$ cat src/hdl/bpa_pkg.sv
// ----------------------------------------------------------------------------
// bpa_pkg: shared types and constants of the buddy page allocator
// Page kinds, status codes, channel beats and the memory port bundles.
// ----------------------------------------------------------------------------
package bpa_pkg;

  localparam int NUM_PAGES  = 4096;
  localparam int NUM_ORDERS = 13;
  localparam int AW = 12;  // page address into the stores
  localparam int PW = 13;  // page index plus the empty-list mark
  localparam int OW = 4;   // block order
  localparam int SW = 6;   // sequencer state

  localparam logic [PW-1:0] NIL     = PW'(NUM_PAGES);
  localparam logic [OW-1:0] ORD_MAX = OW'(NUM_ORDERS - 1);

  typedef enum logic [2:0] {
    KIND_FREE     = 3'd0,
    KIND_NOT_HEAD = 3'd1,
    KIND_ALLOC    = 3'd2,
    KIND_PAIR     = 3'd3,
    KIND_RESERVED = 3'd5
  } kind_e;

  typedef enum logic [2:0] {
    ST_OK       = 3'd0,
    ST_NOMEM    = 3'd1,
    ST_DOUBLE   = 3'd2,
    ST_NOT_HEAD = 3'd3,
    ST_BAD_PAIR = 3'd4
  } status_e;

  typedef struct packed {
    kind_e         kind;
    logic [OW-1:0] order;
  } meta_t;

  typedef struct packed {
    logic          action;
    logic [12:0]   page_count;
    logic [AW-1:0] page;
  } in_t;

  typedef struct packed {
    logic [AW-1:0] start_page;
    logic [2:0]    status;
    logic [12:0]   free_pages;
  } out_t;

  typedef struct packed {
    logic          meta_we;
    logic [AW-1:0] meta_waddr;
    meta_t         meta_wdata;
    logic [AW-1:0] meta_raddr;
    logic          next_we;
    logic [AW-1:0] next_waddr;
    logic [PW-1:0] next_wdata;
    logic [AW-1:0] next_raddr;
    logic          prev_we;
    logic [AW-1:0] prev_waddr;
    logic [PW-1:0] prev_wdata;
    logic [AW-1:0] prev_raddr;
  } mem_req_t;

  typedef struct packed {
    meta_t         meta;
    logic [PW-1:0] next;
    logic [PW-1:0] prev;
  } mem_rsp_t;

endpackage

$ cat src/hdl/bpa_core.sv
// ----------------------------------------------------------------------------
// bpa_core: allocation sequencer
// Sizing, list walk, split and merge loops over one list-update unit
// (remove, push front, push back) and one split step.
// ----------------------------------------------------------------------------
module bpa_core import bpa_pkg::*; (
  input  logic     clk_i,
  input  logic     rst_ni,
  input  logic     start_i,
  input  in_t      in_i,
  output logic     idle_o,
  output logic     done_o,
  input  logic     res_ready_i,
  output out_t     res_o,
  output mem_req_t req_o,
  input  mem_rsp_t rsp_i,
  input  logic     clr_busy_i
);

  localparam logic [SW-1:0] S_IDLE    = 6'd0;
  localparam logic [SW-1:0] S_DONE    = 6'd1;
  localparam logic [SW-1:0] S_A_SIZE  = 6'd2;
  localparam logic [SW-1:0] S_A_J     = 6'd3;
  localparam logic [SW-1:0] S_A_SGL   = 6'd4;
  localparam logic [SW-1:0] S_TB0     = 6'd5;
  localparam logic [SW-1:0] S_TB2     = 6'd6;
  localparam logic [SW-1:0] S_TB3     = 6'd7;
  localparam logic [SW-1:0] S_P1      = 6'd8;
  localparam logic [SW-1:0] S_P2      = 6'd9;
  localparam logic [SW-1:0] S_P_SPLIT = 6'd10;
  localparam logic [SW-1:0] S_P_TBRET = 6'd11;
  localparam logic [SW-1:0] S_P_SPQ   = 6'd12;
  localparam logic [SW-1:0] S_P_GOTQ  = 6'd13;
  localparam logic [SW-1:0] S_P3      = 6'd14;
  localparam logic [SW-1:0] S_P4      = 6'd15;
  localparam logic [SW-1:0] S_P5      = 6'd16;
  localparam logic [SW-1:0] S_F0      = 6'd17;
  localparam logic [SW-1:0] S_F1      = 6'd18;
  localparam logic [SW-1:0] S_FM0     = 6'd19;
  localparam logic [SW-1:0] S_FM1     = 6'd20;
  localparam logic [SW-1:0] S_FM2     = 6'd21;
  localparam logic [SW-1:0] S_FM3     = 6'd22;
  localparam logic [SW-1:0] S_FM4     = 6'd23;
  localparam logic [SW-1:0] S_FEND    = 6'd24;
  localparam logic [SW-1:0] S_R0      = 6'd25;
  localparam logic [SW-1:0] S_R1      = 6'd26;
  localparam logic [SW-1:0] S_LF0     = 6'd27;
  localparam logic [SW-1:0] S_LF1     = 6'd28;
  localparam logic [SW-1:0] S_LB0     = 6'd29;
  localparam logic [SW-1:0] S_LB1     = 6'd30;
  localparam logic [SW-1:0] S_SP0     = 6'd31;
  localparam logic [SW-1:0] S_SP1     = 6'd32;
  localparam logic [SW-1:0] S_SPRET   = 6'd33;

  logic [SW-1:0] st_q, st_d, ret_q, ret_d, sret_q, sret_d;
  logic [PW-1:0] p_q, p_d, q_q, q_d, b_q, b_d, lp_q, lp_d, sp_q, sp_d;
  logic [PW-1:0] cnt_q, cnt_d, rest_q, rest_d, total_q, total_d;
  logic [OW-1:0] lo_q, lo_d, so_q, so_d, n_q, n_d, m_q, m_d, i_q, i_d;
  logic [OW-1:0] cur_q, cur_d, tgt_q, tgt_d, qord_q, qord_d;
  logic          pair_q, pair_d, tbok_q, tbok_d;
  status_e       status_q, status_d;
  logic [AW-1:0] start_q, start_d;
  logic [OW-1:0] depth_q, depth_d;
  logic [AW-1:0] stack_q [NUM_ORDERS];
  logic [AW-1:0] stack_d [NUM_ORDERS];
  logic [PW-1:0] head_q [NUM_ORDERS];
  logic [PW-1:0] head_d [NUM_ORDERS];
  logic [PW-1:0] tail_q [NUM_ORDERS];
  logic [PW-1:0] tail_d [NUM_ORDERS];

  logic [PW-1:0] s_n, sz, sf, pg_lo, pg_hi, lk_h, lk_t, lk_nx, lk_pv;
  logic [SW-1:0] tb_ret;

  assign s_n    = PW'(1) << n_q;
  assign sz     = PW'(1) << i_q;
  assign sf     = PW'(1) << rsp_i.meta.order;
  assign pg_lo  = (p_q < b_q) ? p_q : b_q;
  assign pg_hi  = (p_q < b_q) ? b_q : p_q;
  assign lk_h   = head_q[lo_q];
  assign lk_t   = tail_q[lo_q];
  assign lk_nx  = rsp_i.next;
  assign lk_pv  = rsp_i.prev;
  assign tb_ret = pair_q ? S_P_TBRET : S_A_SGL;

  // sequencer next state and store requests
  always_comb begin
    st_d = st_q;  ret_d = ret_q;  sret_d = sret_q;
    p_d = p_q;  q_d = q_q;  b_d = b_q;  lp_d = lp_q;  sp_d = sp_q;
    cnt_d = cnt_q;  rest_d = rest_q;  total_d = total_q;
    lo_d = lo_q;  so_d = so_q;  n_d = n_q;  m_d = m_q;  i_d = i_q;
    cur_d = cur_q;  tgt_d = tgt_q;  qord_d = qord_q;
    pair_d = pair_q;  tbok_d = tbok_q;  status_d = status_q;  start_d = start_q;
    depth_d = depth_q;  stack_d = stack_q;  head_d = head_q;  tail_d = tail_q;
    req_o = '0;

    case (st_q)
      S_IDLE: begin
        if (start_i) begin
          cnt_d    = (in_i.page_count == '0) ? PW'(1) : in_i.page_count;
          p_d      = {1'b0, in_i.page};
          depth_d  = '0;
          start_d  = '0;
          status_d = ST_OK;
          i_d      = '0;
          st_d     = in_i.action ? S_F0 : S_A_SIZE;
        end
      end

      // pick a single order or a pair
      S_A_SIZE: begin
        if (sz >= cnt_q) begin
          pair_d = 1'b0;  n_d = i_q;  tgt_d = i_q;  st_d = S_TB0;
        end else if (i_q != '0 && (sz + (sz >> 1)) >= cnt_q) begin
          pair_d = 1'b1;  n_d = i_q;  rest_d = cnt_q - sz;  m_d = '0;  st_d = S_A_J;
        end else if (i_q == ORD_MAX) begin
          status_d = ST_NOMEM;  st_d = S_DONE;
        end else begin
          i_d = i_q + OW'(1);
        end
      end

      S_A_J: begin
        if ((m_q + OW'(1)) < n_q && (PW'(1) << m_q) < rest_q) begin
          m_d = m_q + OW'(1);
        end else begin
          p_d  = head_q[n_q];
          st_d = S_P1;
        end
      end

      S_A_SGL: begin
        if (tbok_q) begin
          req_o.meta_we    = 1'b1;
          req_o.meta_waddr = p_q[AW-1:0];
          req_o.meta_wdata = '{kind: KIND_ALLOC, order: n_q};
          start_d          = p_q[AW-1:0];
        end else begin
          status_d = ST_NOMEM;
        end
        st_d = S_DONE;
      end

      // take the first block at or above the target order
      S_TB0: begin
        if (i_q > ORD_MAX) begin
          tbok_d = 1'b0;  st_d = tb_ret;
        end else if (head_q[i_q] < NIL) begin
          p_d = head_q[i_q];  lp_d = head_q[i_q];  lo_d = i_q;  cur_d = i_q;
          ret_d = S_TB2;  st_d = S_R0;
        end else begin
          i_d = i_q + OW'(1);
        end
      end

      S_TB2: begin
        if (cur_q > tgt_q) begin
          sp_d = p_q;  so_d = cur_q - OW'(1);  sret_d = S_TB3;  st_d = S_SP0;
        end else begin
          tbok_d = 1'b1;  st_d = tb_ret;
        end
      end

      S_TB3: begin
        cur_d = cur_q - OW'(1);
        st_d  = S_TB2;
      end

      // pair: walk the order list for a free upper neighbor
      S_P1: begin
        if (p_q >= NIL || (p_q & s_n) != '0) begin
          st_d = S_P_SPLIT;
        end else begin
          q_d              = p_q | s_n;
          req_o.meta_raddr = AW'(p_q | s_n);
          req_o.next_raddr = p_q[AW-1:0];
          st_d             = S_P2;
        end
      end

      S_P2: begin
        if (q_q < NIL && rsp_i.meta.kind == KIND_FREE && rsp_i.meta.order >= m_q) begin
          qord_d = rsp_i.meta.order;
          lp_d = p_q;  lo_d = n_q;  ret_d = S_P_GOTQ;  st_d = S_R0;
        end else begin
          p_d  = lk_nx;
          st_d = S_P1;
        end
      end

      S_P_SPLIT: begin
        if (n_q == ORD_MAX) begin
          status_d = ST_NOMEM;  st_d = S_DONE;
        end else begin
          tgt_d = n_q + OW'(1);  i_d = n_q + OW'(1);  st_d = S_TB0;
        end
      end

      S_P_TBRET: begin
        if (!tbok_q) begin
          status_d = ST_NOMEM;  st_d = S_DONE;
        end else begin
          sp_d = p_q;  so_d = n_q;  sret_d = S_P_SPQ;  st_d = S_SP0;
        end
      end

      S_P_SPQ: begin
        q_d = p_q | s_n;  qord_d = n_q;  st_d = S_P_GOTQ;
      end

      S_P_GOTQ: begin
        lp_d = q_q;  lo_d = qord_q;  ret_d = S_P3;  st_d = S_R0;
      end

      S_P3: begin
        req_o.meta_we    = 1'b1;
        req_o.meta_waddr = p_q[AW-1:0];
        req_o.meta_wdata = '{kind: KIND_PAIR, order: n_q};
        st_d             = S_P4;
      end

      S_P4: begin
        if (qord_q > m_q) begin
          sp_d = q_q;  so_d = qord_q - OW'(1);  sret_d = S_P5;  st_d = S_SP0;
        end else begin
          req_o.meta_we    = 1'b1;
          req_o.meta_waddr = q_q[AW-1:0];
          req_o.meta_wdata = '{kind: KIND_ALLOC, order: m_q};
          start_d          = p_q[AW-1:0];
          st_d             = S_DONE;
        end
      end

      S_P5: begin
        qord_d = qord_q - OW'(1);
        st_d   = S_P4;
      end

      // free: pair heads push onto the stack and free their tail first
      S_F0: begin
        if (p_q >= NIL) begin
          status_d = ST_NOT_HEAD;  st_d = S_FEND;
        end else begin
          req_o.meta_raddr = p_q[AW-1:0];
          st_d             = S_F1;
        end
      end

      S_F1: begin
        n_d = rsp_i.meta.order;
        case (rsp_i.meta.kind)
          KIND_PAIR: begin
            if ((p_q & sf) != '0) begin
              status_d = ST_BAD_PAIR;  st_d = S_FEND;
            end else begin
              req_o.meta_we      = 1'b1;
              req_o.meta_waddr   = p_q[AW-1:0];
              req_o.meta_wdata   = '{kind: KIND_ALLOC, order: rsp_i.meta.order};
              stack_d[depth_q]   = p_q[AW-1:0];
              depth_d            = depth_q + OW'(1);
              p_d                = p_q | sf;
              st_d               = S_F0;
            end
          end
          KIND_FREE: begin
            status_d = ST_DOUBLE;  st_d = S_FEND;
          end
          KIND_ALLOC, KIND_RESERVED: begin
            req_o.meta_we    = 1'b1;
            req_o.meta_waddr = p_q[AW-1:0];
            req_o.meta_wdata = '{kind: KIND_FREE, order: rsp_i.meta.order};
            lp_d = p_q;  lo_d = rsp_i.meta.order;  ret_d = S_FM0;
            status_d = ST_OK;
            st_d = ((p_q & sf) != '0) ? S_LB0 : S_LF0;
          end
          default: begin
            status_d = ST_NOT_HEAD;  st_d = S_FEND;
          end
        endcase
      end

      // merge with the buddy while it is a free block of the same order
      S_FM0: begin
        if (n_q < ORD_MAX && (p_q ^ s_n) < NIL) begin
          b_d              = p_q ^ s_n;
          req_o.meta_raddr = AW'(p_q ^ s_n);
          st_d             = S_FM1;
        end else begin
          st_d = S_FEND;
        end
      end

      S_FM1: begin
        if (rsp_i.meta.kind == KIND_FREE && rsp_i.meta.order == n_q) begin
          lp_d = pg_lo;  lo_d = n_q;  ret_d = S_FM2;  st_d = S_R0;
        end else begin
          st_d = S_FEND;
        end
      end

      S_FM2: begin
        lp_d = pg_hi;  lo_d = n_q;  ret_d = S_FM3;  st_d = S_R0;
      end

      S_FM3: begin
        req_o.meta_we    = 1'b1;
        req_o.meta_waddr = pg_hi[AW-1:0];
        req_o.meta_wdata = '{kind: KIND_NOT_HEAD, order: n_q};
        st_d             = S_FM4;
      end

      S_FM4: begin
        req_o.meta_we    = 1'b1;
        req_o.meta_waddr = pg_lo[AW-1:0];
        req_o.meta_wdata = '{kind: KIND_FREE, order: n_q + OW'(1)};
        n_d = n_q + OW'(1);  p_d = pg_lo;  lp_d = pg_lo;  lo_d = n_q + OW'(1);
        ret_d = S_FM0;
        st_d = ((pg_lo & (s_n << 1)) != '0) ? S_LB0 : S_LF0;
      end

      // nested results are dropped; pop the next pair head
      S_FEND: begin
        if (depth_q == '0) begin
          st_d = S_DONE;
        end else begin
          depth_d = depth_q - OW'(1);
          p_d     = {1'b0, stack_q[depth_q - OW'(1)]};
          st_d    = S_F0;
        end
      end

      S_DONE: begin
        if (res_ready_i) st_d = S_IDLE;
      end

      // list unit: unlink lp from list lo
      S_R0: begin
        req_o.next_raddr = lp_q[AW-1:0];
        req_o.prev_raddr = lp_q[AW-1:0];
        st_d             = S_R1;
      end

      S_R1: begin
        if (lk_pv < NIL) begin
          req_o.next_we = 1'b1;  req_o.next_waddr = lk_pv[AW-1:0];  req_o.next_wdata = lk_nx;
        end else begin
          head_d[lo_q] = lk_nx;
        end
        if (lk_nx < NIL) begin
          req_o.prev_we = 1'b1;  req_o.prev_waddr = lk_nx[AW-1:0];  req_o.prev_wdata = lk_pv;
        end else begin
          tail_d[lo_q] = lk_pv;
        end
        total_d = total_q - (PW'(1) << lo_q);
        st_d    = ret_q;
      end

      // list unit: push lp at the head
      S_LF0: begin
        req_o.prev_we = 1'b1;  req_o.prev_waddr = lp_q[AW-1:0];  req_o.prev_wdata = NIL;
        req_o.next_we = 1'b1;  req_o.next_waddr = lp_q[AW-1:0];  req_o.next_wdata = lk_h;
        if (lk_h < NIL) begin
          st_d = S_LF1;
        end else begin
          tail_d[lo_q] = lp_q;  head_d[lo_q] = lp_q;
          total_d = total_q + (PW'(1) << lo_q);
          st_d = ret_q;
        end
      end

      S_LF1: begin
        req_o.prev_we = 1'b1;  req_o.prev_waddr = lk_h[AW-1:0];  req_o.prev_wdata = lp_q;
        head_d[lo_q] = lp_q;
        total_d = total_q + (PW'(1) << lo_q);
        st_d = ret_q;
      end

      // list unit: push lp at the tail
      S_LB0: begin
        req_o.next_we = 1'b1;  req_o.next_waddr = lp_q[AW-1:0];  req_o.next_wdata = NIL;
        req_o.prev_we = 1'b1;  req_o.prev_waddr = lp_q[AW-1:0];  req_o.prev_wdata = lk_t;
        if (lk_t < NIL) begin
          st_d = S_LB1;
        end else begin
          head_d[lo_q] = lp_q;  tail_d[lo_q] = lp_q;
          total_d = total_q + (PW'(1) << lo_q);
          st_d = ret_q;
        end
      end

      S_LB1: begin
        req_o.next_we = 1'b1;  req_o.next_waddr = lk_t[AW-1:0];  req_o.next_wdata = lp_q;
        tail_d[lo_q] = lp_q;
        total_d = total_q + (PW'(1) << lo_q);
        st_d = ret_q;
      end

      // split step: halve sp, upper half to the tail of order so
      S_SP0: begin
        req_o.meta_we    = 1'b1;
        req_o.meta_waddr = sp_q[AW-1:0];
        req_o.meta_wdata = '{kind: KIND_FREE, order: so_q};
        st_d             = S_SP1;
      end

      S_SP1: begin
        req_o.meta_we    = 1'b1;
        req_o.meta_waddr = AW'(sp_q | (PW'(1) << so_q));
        req_o.meta_wdata = '{kind: KIND_FREE, order: so_q};
        lp_d = sp_q | (PW'(1) << so_q);  lo_d = so_q;  ret_d = S_SPRET;  st_d = S_LB0;
      end

      S_SPRET: st_d = sret_q;

      default: st_d = S_IDLE;
    endcase
  end

  // control registers
  always_ff @(posedge clk_i or negedge rst_ni) begin
    if (!rst_ni) begin
      st_q    <= S_IDLE;
      total_q <= '0;
      depth_q <= '0;
      for (int k = 0; k < NUM_ORDERS; k++) begin
        head_q[k] <= NIL;
        tail_q[k] <= NIL;
      end
    end else begin
      st_q    <= st_d;
      total_q <= total_d;
      depth_q <= depth_d;
      head_q  <= head_d;
      tail_q  <= tail_d;
    end
  end

  // working registers
  always_ff @(posedge clk_i) begin
    ret_q <= ret_d;  sret_q <= sret_d;
    p_q <= p_d;  q_q <= q_d;  b_q <= b_d;  lp_q <= lp_d;  sp_q <= sp_d;
    cnt_q <= cnt_d;  rest_q <= rest_d;
    lo_q <= lo_d;  so_q <= so_d;  n_q <= n_d;  m_q <= m_d;  i_q <= i_d;
    cur_q <= cur_d;  tgt_q <= tgt_d;  qord_q <= qord_d;
    pair_q <= pair_d;  tbok_q <= tbok_d;  status_q <= status_d;  start_q <= start_d;
    stack_q <= stack_d;
  end

  assign idle_o           = (st_q == S_IDLE) && !clr_busy_i;
  assign done_o           = (st_q == S_DONE);
  assign res_o.start_page = start_q;
  assign res_o.status     = status_q;
  assign res_o.free_pages = total_q;

endmodule

$ cat config.mk
export PLATFORM = sky130hd
export DESIGN_NAME = bpa_core
export DESIGN_NICKNAME = d
export VERILOG_FILES = /design/src/hdl/bpa_pkg.sv /design/src/hdl/bpa_core.sv
export SDC_FILE = /design/constraint.sdc
export NUM_CORES = 2
export LEC_CHECK = 0
export BUFFER_PORTS_ARGS = -buffer_cell sky130_fd_sc_hd__buf_2
export CAP_MARGIN = 10
export CORE_ASPECT_RATIO = 1.75
export CORE_MARGIN = 4
export CORE_UTILIZATION = 35
export CTS_CLUSTER_SIZE = 20
export DETAILED_ROUTE_END_ITERATION = 8
export HOLD_SLACK_MARGIN = 0.02
export PLACE_DENSITY = 0.47
export SLEW_MARGIN = 15
export SYNTH_ARGS = -nofsm -noshare
export SYNTH_HDL_FRONTEND = slang
export SYNTH_SLANG_ARGS = --single-unit
$ cat constraint.sdc
create_clock -name clk_i -period 14.3 [get_ports clk_i]
set_clock_uncertainty 0.1 [all_clocks]
set_input_delay 2.86 -clock clk_i [delete_from_list [all_inputs] [get_ports clk_i]]
set_output_delay 2.86 -clock clk_i [all_outputs]
set_load 0.02 [all_outputs]
---- Word level (Yosys, flattened, before mapping) ----
Cells that the tools add are included.
Widths: inputs -> output; s select.
word-level totals
  register bits ........................... 669
  input bits .............................. 64
  output and inout port bits .............. 138
cells by class
  add/sub/neg operators ................... 11
  order comparisons ....................... 25
  equal/unequal tests ..................... 79
  shift operators ......................... 6
  mux-type cells .......................... 161
  bitwise operators ....................... 14
  reductions and logical operators ........ 66
operators by type and width
  kind                  count
  $pmux 169 s4          2
  $mux 169              6
  $bwmux 169            4
  $mux 13               28
  $bmux 13 s4           4
  $pmux 26 s4           2
  $pmux 6 s30           1
  $pmux 20 s8           1
  $bwmux 156            1
  $mux 12               11
  $mux 4                29
  $mux 6                18
  $pmux 13 s8           1
  $eq 6x5->1 const B    16
  $lt 13x13->1 const B  7
  $pmux 13 s7           1
  $shl 1x4->13 const A  6
  $pmux 12 s3           2
  $ne 2x2->1 const B    35
  $mux 20               3
  $demux 13 s4          1
  $mux 26               2
  $pmux 13 s4           1
  $bmux 12 s4           1
  74 further kinds      179

---- Longest topological paths before layout ----
  word-level depth ........................ 8
  gate-level depth with buffers ........... 25
  depth with buffers taken out ............ 22

---- Worst setup path before layout ----
No wires, ideal clock.
  kind .................................... input -> output
  from .................................... input rsp_i[28] (netlist name)
  to ...................................... output req_o[100] (netlist name)
  arrival ................................. 4921 ps
  data required time ...................... 11340 ps
  setup slack ............................. 6419 ps
  stages .................................. 10
  buffers on the path ..................... 2
  cells stage by stage .................... clkbuf_1 -> clkbuf_1 -> nand3b_1 -> a21oi_1 -> o32ai_1 -> and3_1 -> nor2_1 -> o211ai_1 -> a21o_1 -> a221o_1
RTL lines
  item                RTL line        source
  start: declaration  bpa_core.sv:16  input mem_rsp_t rsp_i,
  end: declaration    bpa_core.sv:15  output mem_req_t req_o,

==> results by stage <==
STA:
- Setup repair after global routing left no endpoint under its margin.
- For the finished layout, the period the worst path requires is 8.795 ns.
- The highest attainable clock frequency is 113.7 MHz.
- The post-route worst setup slack is 5.505 ns.
- The total count of max-transition violations in the final report is 0.
- The slew at the pin closest to its max-slew limit is 1.317 ns.
- Setup violations remaining at the end of the flow were counted as 0.
- The ratio of final minimum period to clock period is 61.50%.
- The sum of negative setup slack is 0 ns.
- The number of endpoints with negative hold slack in the final report is 0.
- Hold timing on the final database bottoms out at a slack of 0.3652 ns.
- The normalized max-slew margin is 9.951%.

Worst setup path:
- STA classifies the critical path startpoint as a primary input.
- The origin of the critical flop-to-flop path is i_q[0].
- The critical path in this run is classified as in -> out.
- The kind of cell adding the most delay to the critical path is compound AO/OA/AOI/OAI gates.
- Counting both buffers and inverters, the worst setup path holds a total of 4.
- The depth of the most critical reg-to-reg path is 21.
- Traced cell by cell, the critical path runs through buf_2 > mux2_2 > and3_1 > o32ai_1 > and3_1 > buf_4 > nor2_1 > buf_4 > o211ai_1 > a21o_1 > a221o_1 > buf_2.
- The critical path endpoint category is an output port.
- Following the worst setup path forward leads to its endpoint at req_o[104].
- In this design, the stage delay of the slowest critical-path cell is 0.44 ns.
- For this design, the slowest cell found on the critical path is o32ai_1.
- The reg-to-reg critical path endpoint is i_q[3].
- The biggest fanout along the worst timing path is 16.
- Data on the critical path is required at its endpoint by 11.34 ns.
- Across all register-to-register paths, the minimum setup slack is 7.47 ns.
- Counting buffers and inverters, the worst setup path is 12 cells deep.
- STA puts the critical path data arrival time at 5.83 ns.
- In this run the worst setup path begins at rsp_i[29].

Clock tree:
- The sink count of the clock tree is 667.
- CTS built an H-tree with a depth of 3.
- The clock reaches the later pin of the worst-skew pair after 0.68 ns.
- Post-CTS repair changed the size of 0 cells.
- The CTS clock-pin slew for the worst setup and hold paths is 0.06 ns.
- The CTS tree is built.
- The number of clock buffers added by TritonCTS is 68.
- The root buffer cell is clkbuf_16.
- After clock tree synthesis, the setup repair step added 0 buffers.
- The longest clock path from root to sink contains 3 buffers.
- Buffers inserted to repair hold after CTS numbered 0.

Global route:
- Across every metal layer, demand over resource in global routing totals 26.99%.
- The initial antenna violation count is 4.
- The via count of the first global-routing pass was 31120.
- The pin count of the biggest net entering global routing is 98.
- The first global-routing pass estimated 229.0 mm of wire.
- The overflow left after global routing is 0.

Power and ir drop:
- Sequential cells burn 34.3% of the power.
- The portion of total power attributed to combinational logic is 43.9%.
- The switching share of power is 42.04%.
- The power spent charging and discharging nets is 3.535 mW.
- The overall power is 8.410 mW.
- In this run the power density over the cells is 189.7 mW/mm².
- Of the total power, the clock network draws 21.8%.
- The worst-case IR drop observed on VDD is 0.1323 mV.
- The leakage power total is 19.02 nW.
- Cell internal power was estimated by the tool at 4.875 mW.

Die:
- The die covers 0.1179 mm².
- The die is 261.3 µm wide.
- The core outline area is 0.1115 mm².
- The height of the die is 451.2 µm.
- The number of cell rows is 162.
- The initial utilization of the core area, before any placement, comes to 35.24%.
- The top-level I/O count is 202.

Drt:
- For this block, wires on met1 add up to 57.29 mm.
- The per-cell routed wire length is 32.81 µm.
- Wire segments on met3 add up to 9.580 mm in the final route.
- The number of design rule violations left after detail routing is 0.
- The detail route stage leaves a number of antenna-violating nets equal to 0.
- In the routed layout, each cell is associated on average with a via count of 6.063.
- The highest routing layer actually used is met5.
- The vias after detailed routing is 29720.
- The first detailed-routing pass ran for 8 iterations.
- For this block, the initial DRC count from the detailed router was 2753.
- In the detailed route, the total length drawn on met2 is 80.89 mm.
- Summed over all layers, the routed wires come to 160.8 mm.

Yosys:
- The total number of yosys warnings is 0.
- Synthesis instantiated 93 different standard cells from the library.
- The primary flip-flop cell chosen by synthesis mapping is dfrtp_1.
- After synthesis, the mean cell area works out to 12.08 µm².
- Summing every instance area after synthesis gives 0.03929 mm².
- The cell type contributing the most total cell area after synthesis is edfxtp_1.
- The net count of the mapped netlist is 3459.
- In this run, synthesis produced a sequential element count of 667.
- The fraction of registers with async set or reset after synthesis is 54.12%.
- The number of enable-type register cells in the synthesized netlist is 306.
- Of the synthesized area, sequential elements account for 46.47%.
- The count of mapped cells out of synthesis is 3252.
- Sorting the synthesized cells by area gives the leading types as edfxtp_1 23%, dfrtp_1 21%, mux4_2 11%.
- In this run the biggest area consumer among cell types represents 23.39% of the synthesized area.

Cells and area:
- The post-layout instance count excluding filler cells is 4901.
- The area growth from synthesis to layout is 12.83%.
- The final design instance area without fill is 0.04433 mm².
- At the end of the flow, the number of nets in the layout was 3578.
- The most common library cell in the layout ignoring fill and taps is mux2_2.
- Summing all multi-input logic gate instances after layout gives 0.01952 mm².
- The final standard cell utilization of the core is 39.76%.
- The share of cells above drive strength 1 is 30.26%.
- After filler insertion, the fill cell instance count of the layout stands at 10780.
- The library cells used most frequently in the layout, excluding fill and tap cells, are 367 x mux2_2, 334 x dfrtp_1, 306 x edfxtp_1, 236 x nand2_1, 199 x buf_2.
- The sequential cells in the finished layout cover a total of 0.01826 mm².

Run status:
- The flow ran to the end, and the final reports show no timing, DRC or antenna violations.

Place:
- The detailed placement HPWL is 116.2 mm.
- The post-placement worst setup slack is 5.548 ns.
- The final weighted congestion in routability-driven placement is 1.010.
- The count of buffers added on input and output ports is 200.
- The instance area at placement is 0.04208 mm².
- The number of cells after detailed placement is 4776.

Min path:
- The path class of the tightest hold or removal check is reg -> reg.

Flow run:
- The tool flagged a number of max-cap violations equal to 0.
[Yosys cell counts, types with 11 or more instances]
library cell	number
dfstp_2	26
a211oi_1	11
clkbuf_1	176
nand3_1	35
nand2b_1	17
a31oi_1	44
nor2b_1	33
dfrtp_1	335
nor4_1	15
buf_1	26
a21oi_1	103
nand4_1	16
a222oi_1	29
a221o_1	52
a221oi_1	46
a21o_1	31
nor2_1	158
o21ai_0	137
buf_2	33
mux4_2	188
a22oi_1	66
and3_1	43
buf_4	15
edfxtp_1	306
mux2i_1	52
xor2_1	16
o221ai_1	20
xnor2_1	39
and2_1	32
nand2_1	236
nor3_1	54
ha_1	140
inv_1	166
mux2_2	367
[layout make-up]
| cell class | count | share of cell area, % |
|---|---|---|
| inverters | 170 | 1.440 |
| well taps | 1476 | 4.166 |
| repair buffers | 306 | 4.178 |
| clock inverters | 20 | 0.4771 |
| clock buffers | 103 | 4.508 |
| flip-flops and latches | 667 | 41.19 |
| multi-input cells | 2158 | 44.04 |
| diodes | 1 | 0.005646 |
[worst register-to-register path, stage by stage, from the launching register on]
cell and delay, ns:
edfxtp_1 0.65, buf_4 0.38, inv_1 0.11, ha_1 0.32
and2_1 0.24, ha_1 0.21, inv_1 0.08, fa_1 0.21
nor2b_1 0.06, o32ai_1 0.35, o21ai_0 0.21, o41ai_1 0.59
o2111ai_1 0.23, a21oi_1 0.20, xnor2_1 0.08, ha_1 0.22
a2111o_1 0.38, o21ai_0 0.55, a21o_1 0.26, o21ai_0 0.24
a2111oi_0 0.63, buf_4 0.24
[state kept, by name, summed over array words and instances, names as in the netlist, 6 cells and up]
signal and flops:
head_q 169, start_q 12, sp_q 13, b_q 13, tail_q 169, stack_q 156, rest_q 13, lp_q 13
ret_q 6, cnt_q 13, p_q 13, st_q 6, q_q 13, total_q 13
[power groups by stage]
stage	clock, mW	sequential [mW]	combinational (mW)
global placement	0	2.88	3.62
CTS	1.88	2.87	3.67
global route	1.95	2.92	3.92
finish	1.84	2.88	3.69
floorplan	0	2.82	2.24
detailed placement	0	2.90	3.66
[logic make-up (layout without fill, tap and decap cells)]
group                      after synthesis  in the layout  synth area share [%]
and+or+nand+nor                        697            697                 8.593
muxes                                  613            613                 22.94
AOI/OAI and AO/OA                      649            649                 11.71
buffers and inverters                  427            599                 4.446
DFF                                    667            667                 46.47
xor gates and xnor gates                55             55                 1.226
adders and majority gates              143            143                 4.612
other                                    1              2              0.009546
[worst min-delay path by stage]
stage / startpoint / endpoint / slack [ns] / cells past startpoint
2_1_floorplan: ret_q[5] / st_q[5] / 0.36 / 2
3_3_place_gp: total_q[12] / total_q[12] / 0.36 / 1
3_5_place_dp: total_q[12] / total_q[12] / 0.36 / 1
4_1_cts: total_q[12] / total_q[12] / 0.37 / 1
5_1_grt: total_q[12] / total_q[12] / 0.40 / 1
6_report: total_q[12] / total_q[12] / 0.37 / 1
[layer usage]
| metal | global-route usage (%) | up-vias |
|---|---|---|
| met2 | 46.66 | 1320 |
| met3 | 4.582 | 427 |
| li1 | - | 12680 |
| met4 | 18.16 | 2 |
| met1 | 30.29 | 15290 |
| met5 | 0 | - |
Power figures use the tool's default switching activity.
